### src/design/pbp_pkg.sv
// shared types and constants for the perceptron branch predictor
package pbp_pkg;

   localparam int PC_WIDTH     = 32;
   localparam int DOT_WIDTH    = 12;
   localparam int THRESH_WIDTH = 11;
   localparam logic [THRESH_WIDTH-1:0] THRESH_RESET = 11'd46;

   // row index steps: low pc half, high pc half, remainder
   localparam int IDX_STEPS     = 3;
   localparam int IDX_CNT_WIDTH = $clog2(IDX_STEPS);

   localparam logic KIND_TRAIN = 1'b1;

   typedef enum logic [7:0] {
      ST_CLEAR  = 8'b0000_0001,
      ST_IDLE   = 8'b0000_0010,
      ST_INDEX  = 8'b0000_0100,
      ST_READ   = 8'b0000_1000,
      ST_LOAD   = 8'b0001_0000,
      ST_ACCUM  = 8'b0010_0000,
      ST_RESP   = 8'b0100_0000,
      ST_UPDATE = 8'b1000_0000
   } state_type;

   typedef struct packed {
      logic clear_wr;
      logic req_load;
      logic idx_step;
      logic ram_rd;
      logic row_load;
      logic acc_step;
      logic rsp_load;
      logic train_wr;
   } cmd_type;

   typedef struct packed {
      logic clear_last;
      logic idx_last;
      logic acc_last;
      logic kind_train;
      logic rsp_free;
   } status_type;

endpackage

### src/design/pbp_ctrl.sv
// control state machine of the perceptron branch predictor
module pbp_ctrl
   import pbp_pkg::*;
(
   input  logic       clock,
   input  logic       reset,
   input  logic       req_valid,
   output logic       req_ready,
   input  status_type status,
   output cmd_type    cmd
);

   state_type state_ff;
   state_type state_in;

   always_comb begin
      state_in  = state_ff;
      cmd       = '0;
      req_ready = 1'b0;
      unique case (state_ff)
         ST_CLEAR: begin
            cmd.clear_wr = 1'b1;
            if (status.clear_last) begin
               state_in = ST_IDLE;
            end
         end
         ST_IDLE: begin
            req_ready = 1'b1;
            if (req_valid) begin
               cmd.req_load = 1'b1;
               state_in     = ST_INDEX;
            end
         end
         ST_INDEX: begin
            cmd.idx_step = 1'b1;
            if (status.idx_last) begin
               state_in = ST_READ;
            end
         end
         ST_READ: begin
            cmd.ram_rd = 1'b1;
            state_in   = ST_LOAD;
         end
         ST_LOAD: begin
            cmd.row_load = 1'b1;
            state_in     = status.kind_train ? ST_UPDATE : ST_ACCUM;
         end
         ST_ACCUM: begin
            cmd.acc_step = 1'b1;
            if (status.acc_last) begin
               state_in = ST_RESP;
            end
         end
         ST_RESP: begin
            if (status.rsp_free) begin
               cmd.rsp_load = 1'b1;
               state_in     = ST_IDLE;
            end
         end
         ST_UPDATE: begin
            cmd.train_wr = 1'b1;
            state_in     = ST_IDLE;
         end
         default: begin
            state_in = ST_IDLE;
         end
      endcase
   end

   always_ff @(posedge clock) begin
      if (reset) begin
         state_ff <= ST_CLEAR;
      end else begin
         state_ff <= state_in;
      end
   end

   a_accept_then_busy: assert property (@(posedge clock) disable iff (reset)
      (req_valid && req_ready) |=> !req_ready)
      else $error("transaction accepted while previous one still in flight");

   a_rsp_load_free: assert property (@(posedge clock) disable iff (reset)
      cmd.rsp_load |-> status.rsp_free)
      else $error("result loaded over an untaken result");

   a_train_kind: assert property (@(posedge clock) disable iff (reset)
      cmd.train_wr |-> status.kind_train)
      else $error("weight update issued for a predict transaction");

endmodule

### config.mk
export PLATFORM = sky130hd
export DESIGN_NAME = pbp_ctrl
export DESIGN_NICKNAME = d
export VERILOG_FILES = /design/src/design/pbp_pkg.sv /design/src/design/pbp_ctrl.sv
export SDC_FILE = /design/constraint.sdc
export NUM_CORES = 1
export LEC_CHECK = 0
export BUFFER_PORTS_ARGS = -buffer_cell sky130_fd_sc_hd__buf_2
export CAP_MARGIN = 10
export CORE_AREA = 10 10 47 49
export CTS_CLUSTER_SIZE = 40
export DETAILED_ROUTE_END_ITERATION = 7
export DIE_AREA = 0 0 57 59
export GPL_TIMING_DRIVEN = 0
export PLACE_DENSITY = 0.68
export SLEW_MARGIN = 10
export SYNTH_ARGS = -nofsm -noshare
export SYNTH_HDL_FRONTEND = slang
export SYNTH_SLANG_ARGS = --single-unit
### constraint.sdc
create_clock -name clock -period 5.1 [get_ports clock]
set_input_delay 0.51 -clock clock [delete_from_list [all_inputs] [get_ports clock]]
set_output_delay 0.51 -clock clock [all_outputs]
set_load 0.02 [all_outputs]
==> results summary, run 1 <==
The initial core utilization is 34.02%. More flip-flops sit in one register than any other, and that register is state_ff. The net count reported at finish is 86. The clock skew after layout is 0.003034 ns. The root buffer cell chosen for the clock tree is sky130_fd_sc_hd__clkbuf_4. The detailed placement HPWL came out at 912 um. Summed over all layers, the routed wires come to 1.137 mm. The detailed router's first-iteration violation count is 14. The pin count of the biggest net entering global routing is 9. The total of max-cap violations came out at 0. Setup repair after global routing left no endpoint under its margin. The power per cell area is 242.4 nW/um^2. The wire length per cell came out at 12.36 um. The number of remaining DRC errors came out at 0. The worst voltage drop across the vdd grid is 0.1788 mV. The path depth of the worst reg2reg path is 5. In this run, synthesis produced a sequential element count of 8. The final number of max-transition violations came to 0. Summed over all failing endpoints, the final setup total negative slack is 0 ns. Setup violations remaining at the end of the flow were counted as 0. The arithmetic-cell share of the synthesized area counting full adders, half adders and majority gates came out at 0%. Summing the areas of all and, or, nand and nor instances in the mapped netlist gives 45.67% of the synthesized area.

In this run the post-CTS setup repair buffer count came out at 0. The CTS buffer count came out at 3. The number of warning messages in the yosys log came out at 0.

The total of cells resized after clock tree synthesis is 0. The worst-margin pin slew is 0.7255 ns. TritonCTS built the clock tree. The final count of hold timing violations is 0. The category of the worst setup path capture point is a primary output. The sum of overflow across all layers after global routing is 0. The floorplan has 14 rows. The number of nets in the synthesized netlist came out at 66. The netlist uses 27 different library cells. The data arrival time at the worst-slack endpoint is 2.10 ns.

The required time of the critical path came out at 4.59 ns. The post-synthesis sequential area ratio is 33.60%. The clock period minus worst slack came out at 2.611 ns.

The standby leakage power came out at 0.3155 nW. The height of the die is 59 um. Headroom to the max-slew limit came out at 51.19%.

The synthesized netlist devotes 11.81% of its cell area to compound gates. The hold-critical path endpoint is state_ff[7]. The largest registers in the layout are state_ff (8). The level count of the clock H-tree is 1. The total instance count after detailed placement came out at 89. For this design, the CTS-stage hold fixing added 0 buffers. In the global route stage, overall resource usage came out at 6.638%.

The library cells used most frequently in the layout, excluding fill and tap cells, are sky130_fd_sc_hd__buf_2 (16), sky130_fd_sc_hd__inv_1 (8), sky130_fd_sc_hd__dfxtp_1 (8), sky130_fd_sc_hd__nor4_1 (7), sky130_fd_sc_hd__clkbuf_4 (4). The remaining antenna violation count after routing is 0. The worst slack after detailed placement came out at 2.763 ns.

The flow ran to the end, and the final reports show no timing, DRC or antenna violations. The via count of the first global-routing pass came out at 449. The path class of the tightest hold or removal check is in -> reg.

The top achievable clock speed is 0.3830 GHz. The antenna diode count came out at 0. The worst min-delay path startpoint is status[1]. Summing every instance area after synthesis gives 476.7 um^2. For this run, the detailed router's first-pass iteration total came to 4. The area growth from synthesis to layout is 24.67%. The longest clock path from root to sink contains 2 buffers.

The clock insertion delay at the later pin of the skew report came out at 0.25 ns. The count of buffers added on input and output ports is 15. In this run the mean area of a mapped cell was 8.219 um^2. The worst reg2reg path startpoint is state_ff[6]. The ratio of cells with drive above 1 in the final layout came out at 32.89%. The xor and xnor fraction of the mapped netlist area came out at 0%. The total vias in the final route came out at 477. The register with the most flip-flops in the layout has 8 of them. The endpoint identified for the worst register-to-register timing path is state_ff[6]. The instance count along the most critical hold path came out at 3. The final estimated routing congestion in global placement came out at 0.8133. The post-route non-filler standard cell count came out at 92. The horizontal die dimension came out at 57 um. The critical path is of the reg -> out type.

Clock-pin slew was measured on the worst setup and hold paths at 0.05 ns. The first-pass GRT wire length came out at 1.876 mm. The floorplan step defined a core boundary enclosing 1401 um^2. The slack of the critical path came out at 2.489 ns. The reg2reg setup slack came out at 3.06 ns. The share of the clock period used by the worst path is 51.20%.

After synthesis, the largest family of logic cells by area is simple AND/OR/NAND/NOR gates. Of all nets on the critical path, the largest fanout is 6. The multiplexer fraction of the synthesized cell area is 0%. The number of clock sinks seen by CTS came out at 8. The die covers 3363 um^2.

The detailed-route vias per instance is 5.185. The total I/O pin count came out at 17. The synthesized instance count is 58. The worst setup path is launched from a flop. The initial antenna violation count is 0. The leading cell type in the layout, fill and taps excluded is sky130_fd_sc_hd__buf_2.
-- final cells by class --
class                   instances  area (um^2)
well taps                      16        20.02
fillers                       153        807.0
repair buffers                 15        75.07
clock buffers                   3        22.52
multi-input cells              40        274.0
flip-flops and latches          8        160.2
inverters                       8        30.03
plain buffers                   2        12.51
-- report_power, final --
part	switching [mW]	leakage, nW	internal, mW
clock network	0.0212	0.0138	0.0269
logic	0.0174	0.236	0.0116
registers	0.00206	0.0652	0.0649
-- worst max-delay path, cell delays in order (launching register included) --
cell and delay, ns:
sky130_fd_sc_hd__dfxtp_1 0.34, sky130_fd_sc_hd__or4_1 0.51, sky130_fd_sc_hd__buf_2 0.17, sky130_fd_sc_hd__or4_4 0.48, sky130_fd_sc_hd__inv_1 0.09, sky130_fd_sc_hd__and2_1 0.11, sky130_fd_sc_hd__buf_2 0.15
-- how the worst max path moves through the flow --
stage / startpoint / end / slack, ns / cells past startpoint
2_1_floorplan: state_ff[5] / cmd[6] / 2.71 / 5
3_3_place_gp: state_ff[5] / cmd[6] / 2.76 / 6
3_5_place_dp: state_ff[5] / cmd[6] / 2.76 / 6
4_1_cts: state_ff[5] / cmd[6] / 2.49 / 6
5_1_grt: state_ff[5] / cmd[6] / 2.41 / 6
6_report: state_ff[5] / cmd[6] / 2.49 / 6
-- routing by layer --
| metal | vias up | GRT usage, % | part of all wire [%] |
|---|---|---|---|
| met5 | - | 0 | 0 |
| met3 | 4 | 2.575 | 7.3 |
| li1 | 252 | - | - |
| met4 | 0 | 4.027 | 2.1 |
| met2 | 15 | 10.23 | 43 |
| met1 | 206 | 7.563 | 47 |
-- synthesized netlist by cell type, drive strengths merged --
master	instances	area [um^2]
clkbuf	1	7.510
o211ai	1	7.510
nor2	4	31.28
inv	8	30.03
buf	1	5.000
nor3	3	15.01
dfxtp	8	160.2
nor4b	1	8.760
or2	3	18.77
nand3	1	5.000
a31o	1	8.760
nor4	7	43.79
or4	2	18.77
o21a	1	7.510
o22a	1	8.760
and3	2	12.51
nand2b	2	12.51
a311oi	1	8.760
nand2	2	7.510
a31oi	1	6.260
and2	1	6.260
a41oi	1	8.760
nand4b	2	17.52
nor2b	2	12.51
nand3b	1	7.510
-- cell families (layout without fill, tap and decap cells) --
logic type	after synthesis	count (layout)
AND/OR/NAND/NOR	33	33
AO/OA/AOI/OAI	7	7
flip-flops	8	8
buffers and inverters	10	28
-- metrics by stage --
stage / power, mW / utilization, % / cell area, um^2 / hold slack (ns)
finish: 0.1440 / 42.41 / 594.3 / 0.4949
global route: 0.1510 / 42.41 / 594.3 / 0.5196
CTS: 0.1446 / 42.41 / 594.3 / 0.4978
detailed placement: 0.09690 / 40.80 / 571.8 / 0.5388
global placement: 0.09666 / 40.80 / 571.8 / 0.5234
floorplan: 0.08807 / - / 476.7 / 0.5003
No activity file was read; power rests on OpenSTA's default activity.
==> inputs of run 2 (changes only) <==
- ABC_AREA: default -> 1
- CORE_AREA: 10 10 47 49 -> default
- CORE_MARGIN: default -> 10
- CORE_UTILIZATION: default -> 43
- DIE_AREA: 0 0 57 59 -> default
- PLACE_DENSITY: 0.68 -> 0.78
- clock period: 5.1 -> 2.4 ns (I/O delays scaled with it)
==> results summary, run 2 <==
The final estimated routing congestion in global placement is 0.7925 (-2.6%). The remaining antenna violation count after routing is 0 (unchanged). The standby leakage power came out at 0.3940 nW (+25%). The total vias in the final route came out at 568 (+19%).

The post-synthesis sequential area ratio came out at 28.01% (-5.6 points). The level count of the clock H-tree came out at 1 (unchanged). The top cell types in the final layout, fill and taps aside, are sky130_fd_sc_hd__nand2_1 (16), sky130_fd_sc_hd__inv_1 (16), sky130_fd_sc_hd__buf_2 (16), sky130_fd_sc_hd__nor2_1 (12), sky130_fd_sc_hd__dfxtp_1 (8). The pin count of the biggest net entering global routing came out at 6 (-3).

In the final layout, the registers with the most flip-flops are state_ff (8). The most used flip-flop cell after synthesis is sky130_fd_sc_hd__dfxtp_1. The worst-margin pin slew came to 0.2421 ns (-0.4834 ns). The global-route track usage on met1 is 8.593% (+1.0 points). The instance count along the most critical hold path is 2 (-1). The via count of the first global-routing pass came out at 556 (+24%).

The worst voltage drop across the vdd grid came out at 0.3388 mV (+90%). The synthesized flop and latch total was 8 (unchanged). The detailed-route vias per instance came out at 4.656 (-10%).

CTS placed an instance of sky130_fd_sc_hd__clkbuf_4 at the clock tree root. The sum of overflow across all layers after global routing is 0 (unchanged). The count of hold-fix buffers inserted at cts is 0 (unchanged). The largest fanout on the critical path came out at 5 (-1).

The core footprint was 1285 um^2 (-8.3%). The startpoint identified for the worst register-to-register timing path is state_ff[7]. The worst setup path is captured at a primary output. The ratio of cells with drive above 1 in the final layout came to 36.45% (+3.6 points).

The reg2reg setup slack is 1.13 ns (-1.93 ns). The most critical setup path has its startpoint at state_ff[2]. The path depth of the worst reg2reg path is 9 (+4). The initial core utilization is 44.50% (+10 points). The global-route met2 utilization is 13.17% (+2.9 points). The clock skew after layout is 0.004886 ns (+0.001852 ns). The class of the tightest hold or removal check is in -> reg. The floorplan die area is 3188 um^2 (-5.2%). The number of input and output port buffers inserted came out at 16 (+1).

The internal power came to 276.8 uW (+170%). The final count of hold timing violations is 0 (unchanged). The top achievable clock speed came out at 0.6241 GHz. The post-route non-filler standard cell count is 122 (+33%).

The critical path goes through inv_2 > nand2_2 > nor2_4 > inv_1 > nor4_1 > buf_2. The async set or reset register ratio after synthesis is 0% (unchanged). The clock slew seen by the registers of the worst setup and hold paths is 0.05 ns (about the same). The first-pass GRT wire length is 2.180 mm (+16%). The number of flip-flops under the largest register name came out at 8 (unchanged). The area share of the largest cell type after synthesis came out at 28.01% (-5.6 points).

The most congested layer reported by global routing is met2. The total iterations of the first detailed-routing run came out at 2 (-2). The worst slew slack as a fraction of its limit came out at 83.71% (+33 points). The count of flip-flops with a built-in enable after synthesis was 0 (unchanged). For hold timing, the worst endpoint is state_ff[6]. The number of core rows is 13 (-1). The detailed router's first-iteration violation count is 5 (-9). TritonCTS built the clock tree. The number of clock sinks seen by CTS is 8 (unchanged). The number of warning messages in the yosys log came to 0 (unchanged).

The clock network fraction of design power is 21.6% (-12 points). The clock insertion delay at the later pin of the skew report came out at 0.25 ns (about the same). The fraction of power consumed by combinational cells came to 44.0% (+24 points). The post-synthesis area per instance is 6.498 um^2 (-21%). By count the netlist is led by sky130_fd_sc_hd__inv_1 (16), sky130_fd_sc_hd__nand2_1 (16), sky130_fd_sc_hd__nor2_1 (12), sky130_fd_sc_hd__dfxtp_1 (8), sky130_fd_sc_hd__inv_2 (6). The global-route usage over all layers is 8.285% (+1.6 points). The path type of the worst setup path is reg -> out. The power per cell area came out at 682.6 nW/um^2 (+180%). The number of nets in the synthesized netlist is 96 (+45%). The detailed placement HPWL came out at 1.153 mm (+26%). The share of the clock period used by the worst path is 66.76%.

The CTS buffer count is 3 (unchanged). Yosys attributes the largest share of cell area to sky130_fd_sc_hd__dfxtp_1 (28%), sky130_fd_sc_hd__inv_1 (11%), sky130_fd_sc_hd__nand2_1 (11%), sky130_fd_sc_hd__nor2_1 (7.9%), sky130_fd_sc_hd__nand3_2 (7.0%). The horizontal die dimension is 56.47 um (-0.94%). The tightest hold margin came out at 0.2083 ns (-0.2866 ns).

The total of cells resized after clock tree synthesis is 0 (unchanged). Ranked by flip-flop count, first place goes to state_ff. The synthesized instance count was 88 (+52%).

The cell type of the slowest stage on the worst timing path is sky130_fd_sc_hd__dfxtp_1. The net count reported at finish is 117 (+36%). The initial antenna violation count came to 0 (unchanged). The overall routed net length came out at 1.370 mm (+20%). The final number of max-transition violations came out at 0 (unchanged). The number of library cell types mapped by synthesis came out at 18 (-33%).

The reported net switching power is 196.4 uW (+380%). The summed negative setup slack over all endpoints is 0 ns (unchanged). The highest cell delay on the worst timing path is 0.33 ns (-0.18 ns). The met3 track demand over resource is 3.146% (+0.57 points). The data arrival time at the worst-slack endpoint is 1.36 ns (-0.74 ns). The run finished with clean final reports. The share of total power consumed by net switching came out at 41.50% (+13 points). The relative contribution of sequential cells to total power is 34.4% (-12 points). Of all cell types, the one taking the most synthesized area is sky130_fd_sc_hd__dfxtp_1.

The clock period minus worst slack is 1.602 ns. Compared with the post-synthesis result, the final layout area differs by 21.23%. STA classifies the critical path startpoint as a flop. The total I/O pin count is 17 (unchanged). The setup-violating endpoint count in the final report is 0 (unchanged). Setup repair after global routing left no endpoint under its margin. The worst reg2reg path endpoint is state_ff[5]. The worst-case clock buffer depth is 2 (unchanged). The synthesized cell area is 571.8 um^2 (+20%). The number of remaining DRC errors is 0 (unchanged). The wire length per cell is 11.23 um (-9.1%). The height of the die came out at 56.47 um (-4.3%).

The worst min-delay path startpoint is reset. The required time of the critical path is 2.16 ns (-2.43 ns). The total instance count after detailed placement came out at 119 (+34%). The antenna diode count is 0 (unchanged). The final-layout fill cell count came out at 140 (-8.5%). The total of max-cap violations was 0 (unchanged). The total setup buffers inserted after CTS was 0 (unchanged).
## run 2: critical path, delay by kind of cell, from the launching register on
kind / cells / cell delay [ns]
AND/OR/NAND/NOR: 3 / 0.42
buffers and inverters: 3 / 0.35
flip-flops: 1 / 0.33
## run 2: cell type report
cell class                 instances  area [um^2]  share of cell area [%]
timing repair buffer              16        80.08                   11.55
inverter                          22        82.58                   11.91
clock buffer                       3        22.52                   3.249
tap                               15        18.77                   2.708
sequential                         8        160.2                   23.10
multi-input combinational         58        329.1                   47.47
## run 2: power groups by stage
stage	logic, mW	registers [mW]	clock network, mW
floorplan	0.165	0.163	0
global placement	0.204	0.164	0
detailed placement	0.209	0.165	0
CTS	0.210	0.162	0.105
global route	0.232	0.164	0.112
finish	0.208	0.163	0.102
## run 2: metal layers
layer  vias up  part of all wire (%)
met4         0                   2.3
met5         -                     0
met1       235                    45
met2        14                    45
met3         5                   7.4
li1        314                     -
## run 2: worst max-delay path by stage
stage | end | slack [ns] | depth (start not counted)
finish | cmd[0] | 0.80 | 6
global placement | cmd[3] | 1.12 | 6
global route | cmd[0] | 0.72 | 6
detailed placement | cmd[0] | 1.06 | 6
floorplan | cmd[0] | 0.90 | 5
CTS | cmd[0] | 0.80 | 6
## run 2: logic make-up (layout without fill, tap and decap cells)
logic type	count (synthesis)	in the layout	share of synthesized area (%)
and+or+nand+nor	55	55	54.48
AOI/OAI and AO/OA	3	3	3.064
buffers and inverters	22	41	14.44
DFF	8	8	28.01
## run 2: per-stage QoR
step | setup slack [ns] | power (mW) | util, % | cell area (um^2)
2_1_floorplan | 0.8951 | 0.3272 | - | 571.8
3_3_place_gp | 1.122 | 0.3685 | 52.19 | 670.6
4_1_cts | 0.7963 | 0.4769 | 53.94 | 693.2
5_1_grt | 0.7241 | 0.5074 | 53.94 | 693.2
6_report | 0.7978 | 0.4731 | 53.94 | 693.2
3_5_place_dp | 1.061 | 0.3741 | 52.19 | 670.6
==> inputs of run 3 (changes only) <==
- ABC_AREA: 1 -> 0
- CORE_AREA: default -> 10 10 47 49
- CORE_MARGIN: 10 -> default
- CORE_UTILIZATION: 43 -> default
- DIE_AREA: default -> 0 0 57 59
- PLACE_DENSITY: 0.78 -> 0.68
- clock period: 2.4 -> 1.6 ns (I/O delays scaled with it)
==> results summary, run 3 (same netlist as run 1, synthesis figures left out) <==
The number of flip-flops under the largest register name is 8 (unchanged). The detailed router's first-iteration violation count is 12 (+7). The global-route usage over all layers came out at 8.681% (+0.40 points). The class of the tightest hold or removal check is in -> reg. The detailed placement HPWL is 935.8 um (-19%).

The clock skew after layout came out at 0.004887 ns (+0.0000005800 ns). The path depth of the worst reg2reg path was 7 (-2). The top achievable clock speed is 0.4945 GHz.

The number of remaining DRC errors came to 0 (unchanged). The total of max-cap violations came to 0 (unchanged). The number of clock sinks seen by CTS came to 8 (unchanged). The net count reported at finish is 93 (-21%). The critical path in this run is classified as reg -> out. The flow ran to the end, but the final reports show violations. The worst-case clock buffer depth is 2 (unchanged).

The required time of the critical path is 1.44 ns (-0.72 ns). The worst slew slack as a fraction of its limit is 76.64% (-7.1 points). The largest fanout on the critical path came out at 2 (-3). The core footprint came out at 1401 um^2 (+9.1%). The clock period minus worst slack is 2.022 ns. In the layout the commonest cells are sky130_fd_sc_hd__buf_4 (10), sky130_fd_sc_hd__buf_2 (8), sky130_fd_sc_hd__inv_1 (7), sky130_fd_sc_hd__nor4_4 (5), sky130_fd_sc_hd__buf_6 (5).

The wire length per cell was 16.56 um (+47%). The remaining antenna violation count after routing came out at 0 (unchanged). The tree is rooted in a sky130_fd_sc_hd__clkbuf_4. The detailed-route vias per instance came out at 5.737 (+23%).

The final number of max-transition violations is 0 (unchanged). The worst voltage drop across the vdd grid came out at 0.4144 mV (+22%). The clock slew seen by the registers of the worst setup and hold paths is 0.05 ns (about the same).

The finished layout cell area came out at 813.3 um^2 (+17%). The pin count of the biggest net entering global routing is 9 (+3). The antenna diode count came out at 0 (unchanged). The TritonCTS clock tree is built. The hold-critical path endpoint is state_ff[7]. The final count of hold timing violations is 0 (unchanged). The number of core rows is 14 (+1). The height of the die came out at 59 um (+4.5%). STA classifies the critical path endpoint as a primary output.

The final estimated routing congestion in global placement is 0.8147 (+2.8%). The initial core utilization is 34.02% (-10 points). The final critical path takes up 126.4% of the cycle. The clock insertion delay at the later pin of the skew report was 0.26 ns (about the same).

The worst register-to-register path begins at state_ff[5]. The floorplan die area came out at 3363 um^2 (+5.5%). The level count of the clock H-tree is 1 (unchanged). The total I/O pin count is 17 (unchanged). The data arrival time at the worst-slack endpoint came to 1.86 ns (+0.50 ns). The power per cell area is 646.3 nW/um^2 (-5.3%). The final core area utilization was 58.04% (+4.1 points). The worst hold path begins at status[1]. The instance count along the most critical hold path came out at 3 (+1). The horizontal die dimension is 57 um (+0.95%). The final reports fail on negative setup slack.

The total vias in the final route came out at 568 (unchanged). The sum of overflow across all layers after global routing came out at 0 (unchanged). The worst-margin pin slew came to 0.3478 ns (+0.1057 ns). The tightest hold margin is 0.1446 ns (-0.06375 ns). The relative area change from synthesis to final layout came out at 70.60%.

STA classifies the critical path startpoint as a flop. The setup-violating endpoint count in the final report was 16 (+16). The endpoint identified for the worst register-to-register timing path is state_ff[2]. The ratio of cells with drive above 1 in the final layout was 60.24% (+24 points). The register with the most flip-flops is state_ff. The library cell used most frequently in the layout, excluding fill and tap cells, is sky130_fd_sc_hd__buf_4.

The slack of the critical path came out at -0.4223 ns (-1.220 ns). The number of input and output port buffers inserted came to 15 (-1). The total iterations of the first detailed-routing run is 4 (+2).

In the final layout, the registers with the most flip-flops are state_ff (8). The standby leakage power came out at 0.3603 nW (-8.5%). The first-pass GRT wire length came out at 2.332 mm (+7.0%). The placed cell area is 576.8 um^2 (-14%).

The post-route non-filler standard cell count is 99 (-19%). Setup repair after global routing could not meet its margin everywhere. The overall routed net length came out at 1.639 mm (+20%).

The reg2reg setup slack is -0.40 ns (-1.53 ns). The CTS buffer count is 3 (unchanged). The initial antenna violation count was 0 (unchanged). The via count of the first global-routing pass came out at 537 (-3.4%). The total instance count after detailed placement came out at 89 (-25%).
==> run 3: cell types whose count changed in the layout (fill, tap and decap cells not counted), moves of 4 or more <==
cell | previous run | this run
sky130_fd_sc_hd__buf_2 | 16 | 8
sky130_fd_sc_hd__buf_4 | 0 | 10
sky130_fd_sc_hd__buf_6 | 0 | 5
sky130_fd_sc_hd__dfxtp_1 | 8 | 4
sky130_fd_sc_hd__inv_1 | 16 | 7
sky130_fd_sc_hd__inv_2 | 6 | 0
sky130_fd_sc_hd__nand2_1 | 16 | 1
sky130_fd_sc_hd__nand4_1 | 4 | 0
sky130_fd_sc_hd__nor2_1 | 12 | 2
sky130_fd_sc_hd__nor4_4 | 0 | 5
==> run 3: layout make-up <==
type                       instances  area, um^2
buffer                             1       7.507
clock buffer                       3       22.52
fill                             133       588.1
inverter                           8       32.53
multi-input combinational         40       391.6
sequential                         8       167.7
tap                               16       20.02
timing repair buffer              23       171.4
==> run 3: metal layers <==
| layer | up-vias | global-route usage, % | share of wire [%] |
|---|---|---|---|
| met5 | - | 0 | 0 |
| met2 | 31 | 13.95 | 51 |
| met3 | 7 | 4.077 | 6.0 |
| met4 | 0 | 5.034 | 2.3 |
| met1 | 266 | 9.135 | 41 |
| li1 | 264 | - | - |
==> run 3: repair_timing <==
action / in CTS / in global routing
buffers inserted: 6 / 3
pin swaps: 4 / 5
hold buffers: 0 / 0
gates resized for setup: 14 / 24
setup endpoints to repair: 16 / 17
==> run 3: metrics by stage <==
step	TNS (ns)	worst slack, ns	power, mW
2_1_floorplan	-2.014	-0.2866	0.2837
5_1_grt	-4.673	-0.4705	0.5574
3_3_place_gp	-3.075	-0.4090	0.3114
6_report	-3.697	-0.4223	0.5256
4_1_cts	-5.016	-0.6208	0.4964
3_5_place_dp	-3.084	-0.4025	0.3128
==> run 3: worst max path at each step <==
stage,from,endpoint,slack (ns),cells past startpoint
global route,state_ff[5],cmd[6],-0.47,5
CTS,state_ff[5],cmd[6],-0.62,6
global placement,state_ff[5],state_ff[6],-0.41,6
detailed placement,state_ff[5],state_ff[6],-0.40,6
finish,state_ff[5],cmd[6],-0.42,5
floorplan,state_ff[5],cmd[6],-0.29,5
==> run 3: power breakdown <==
part | internal (mW) | switching (mW)
combinational | 0.0684 | 0.0844
clock | 0.0859 | 0.0692
sequential | 0.208 | 0.00928
total | 0.363 | 0.163
==> run 3: critical path, stage by stage, from the launching register on <==
cell and delay [ns]:
sky130_fd_sc_hd__dfxtp_2 0.32, sky130_fd_sc_hd__or4_4 0.53, sky130_fd_sc_hd__or4_4 0.46, sky130_fd_sc_hd__inv_4 0.07, sky130_fd_sc_hd__and2_4 0.13, sky130_fd_sc_hd__buf_6 0.10
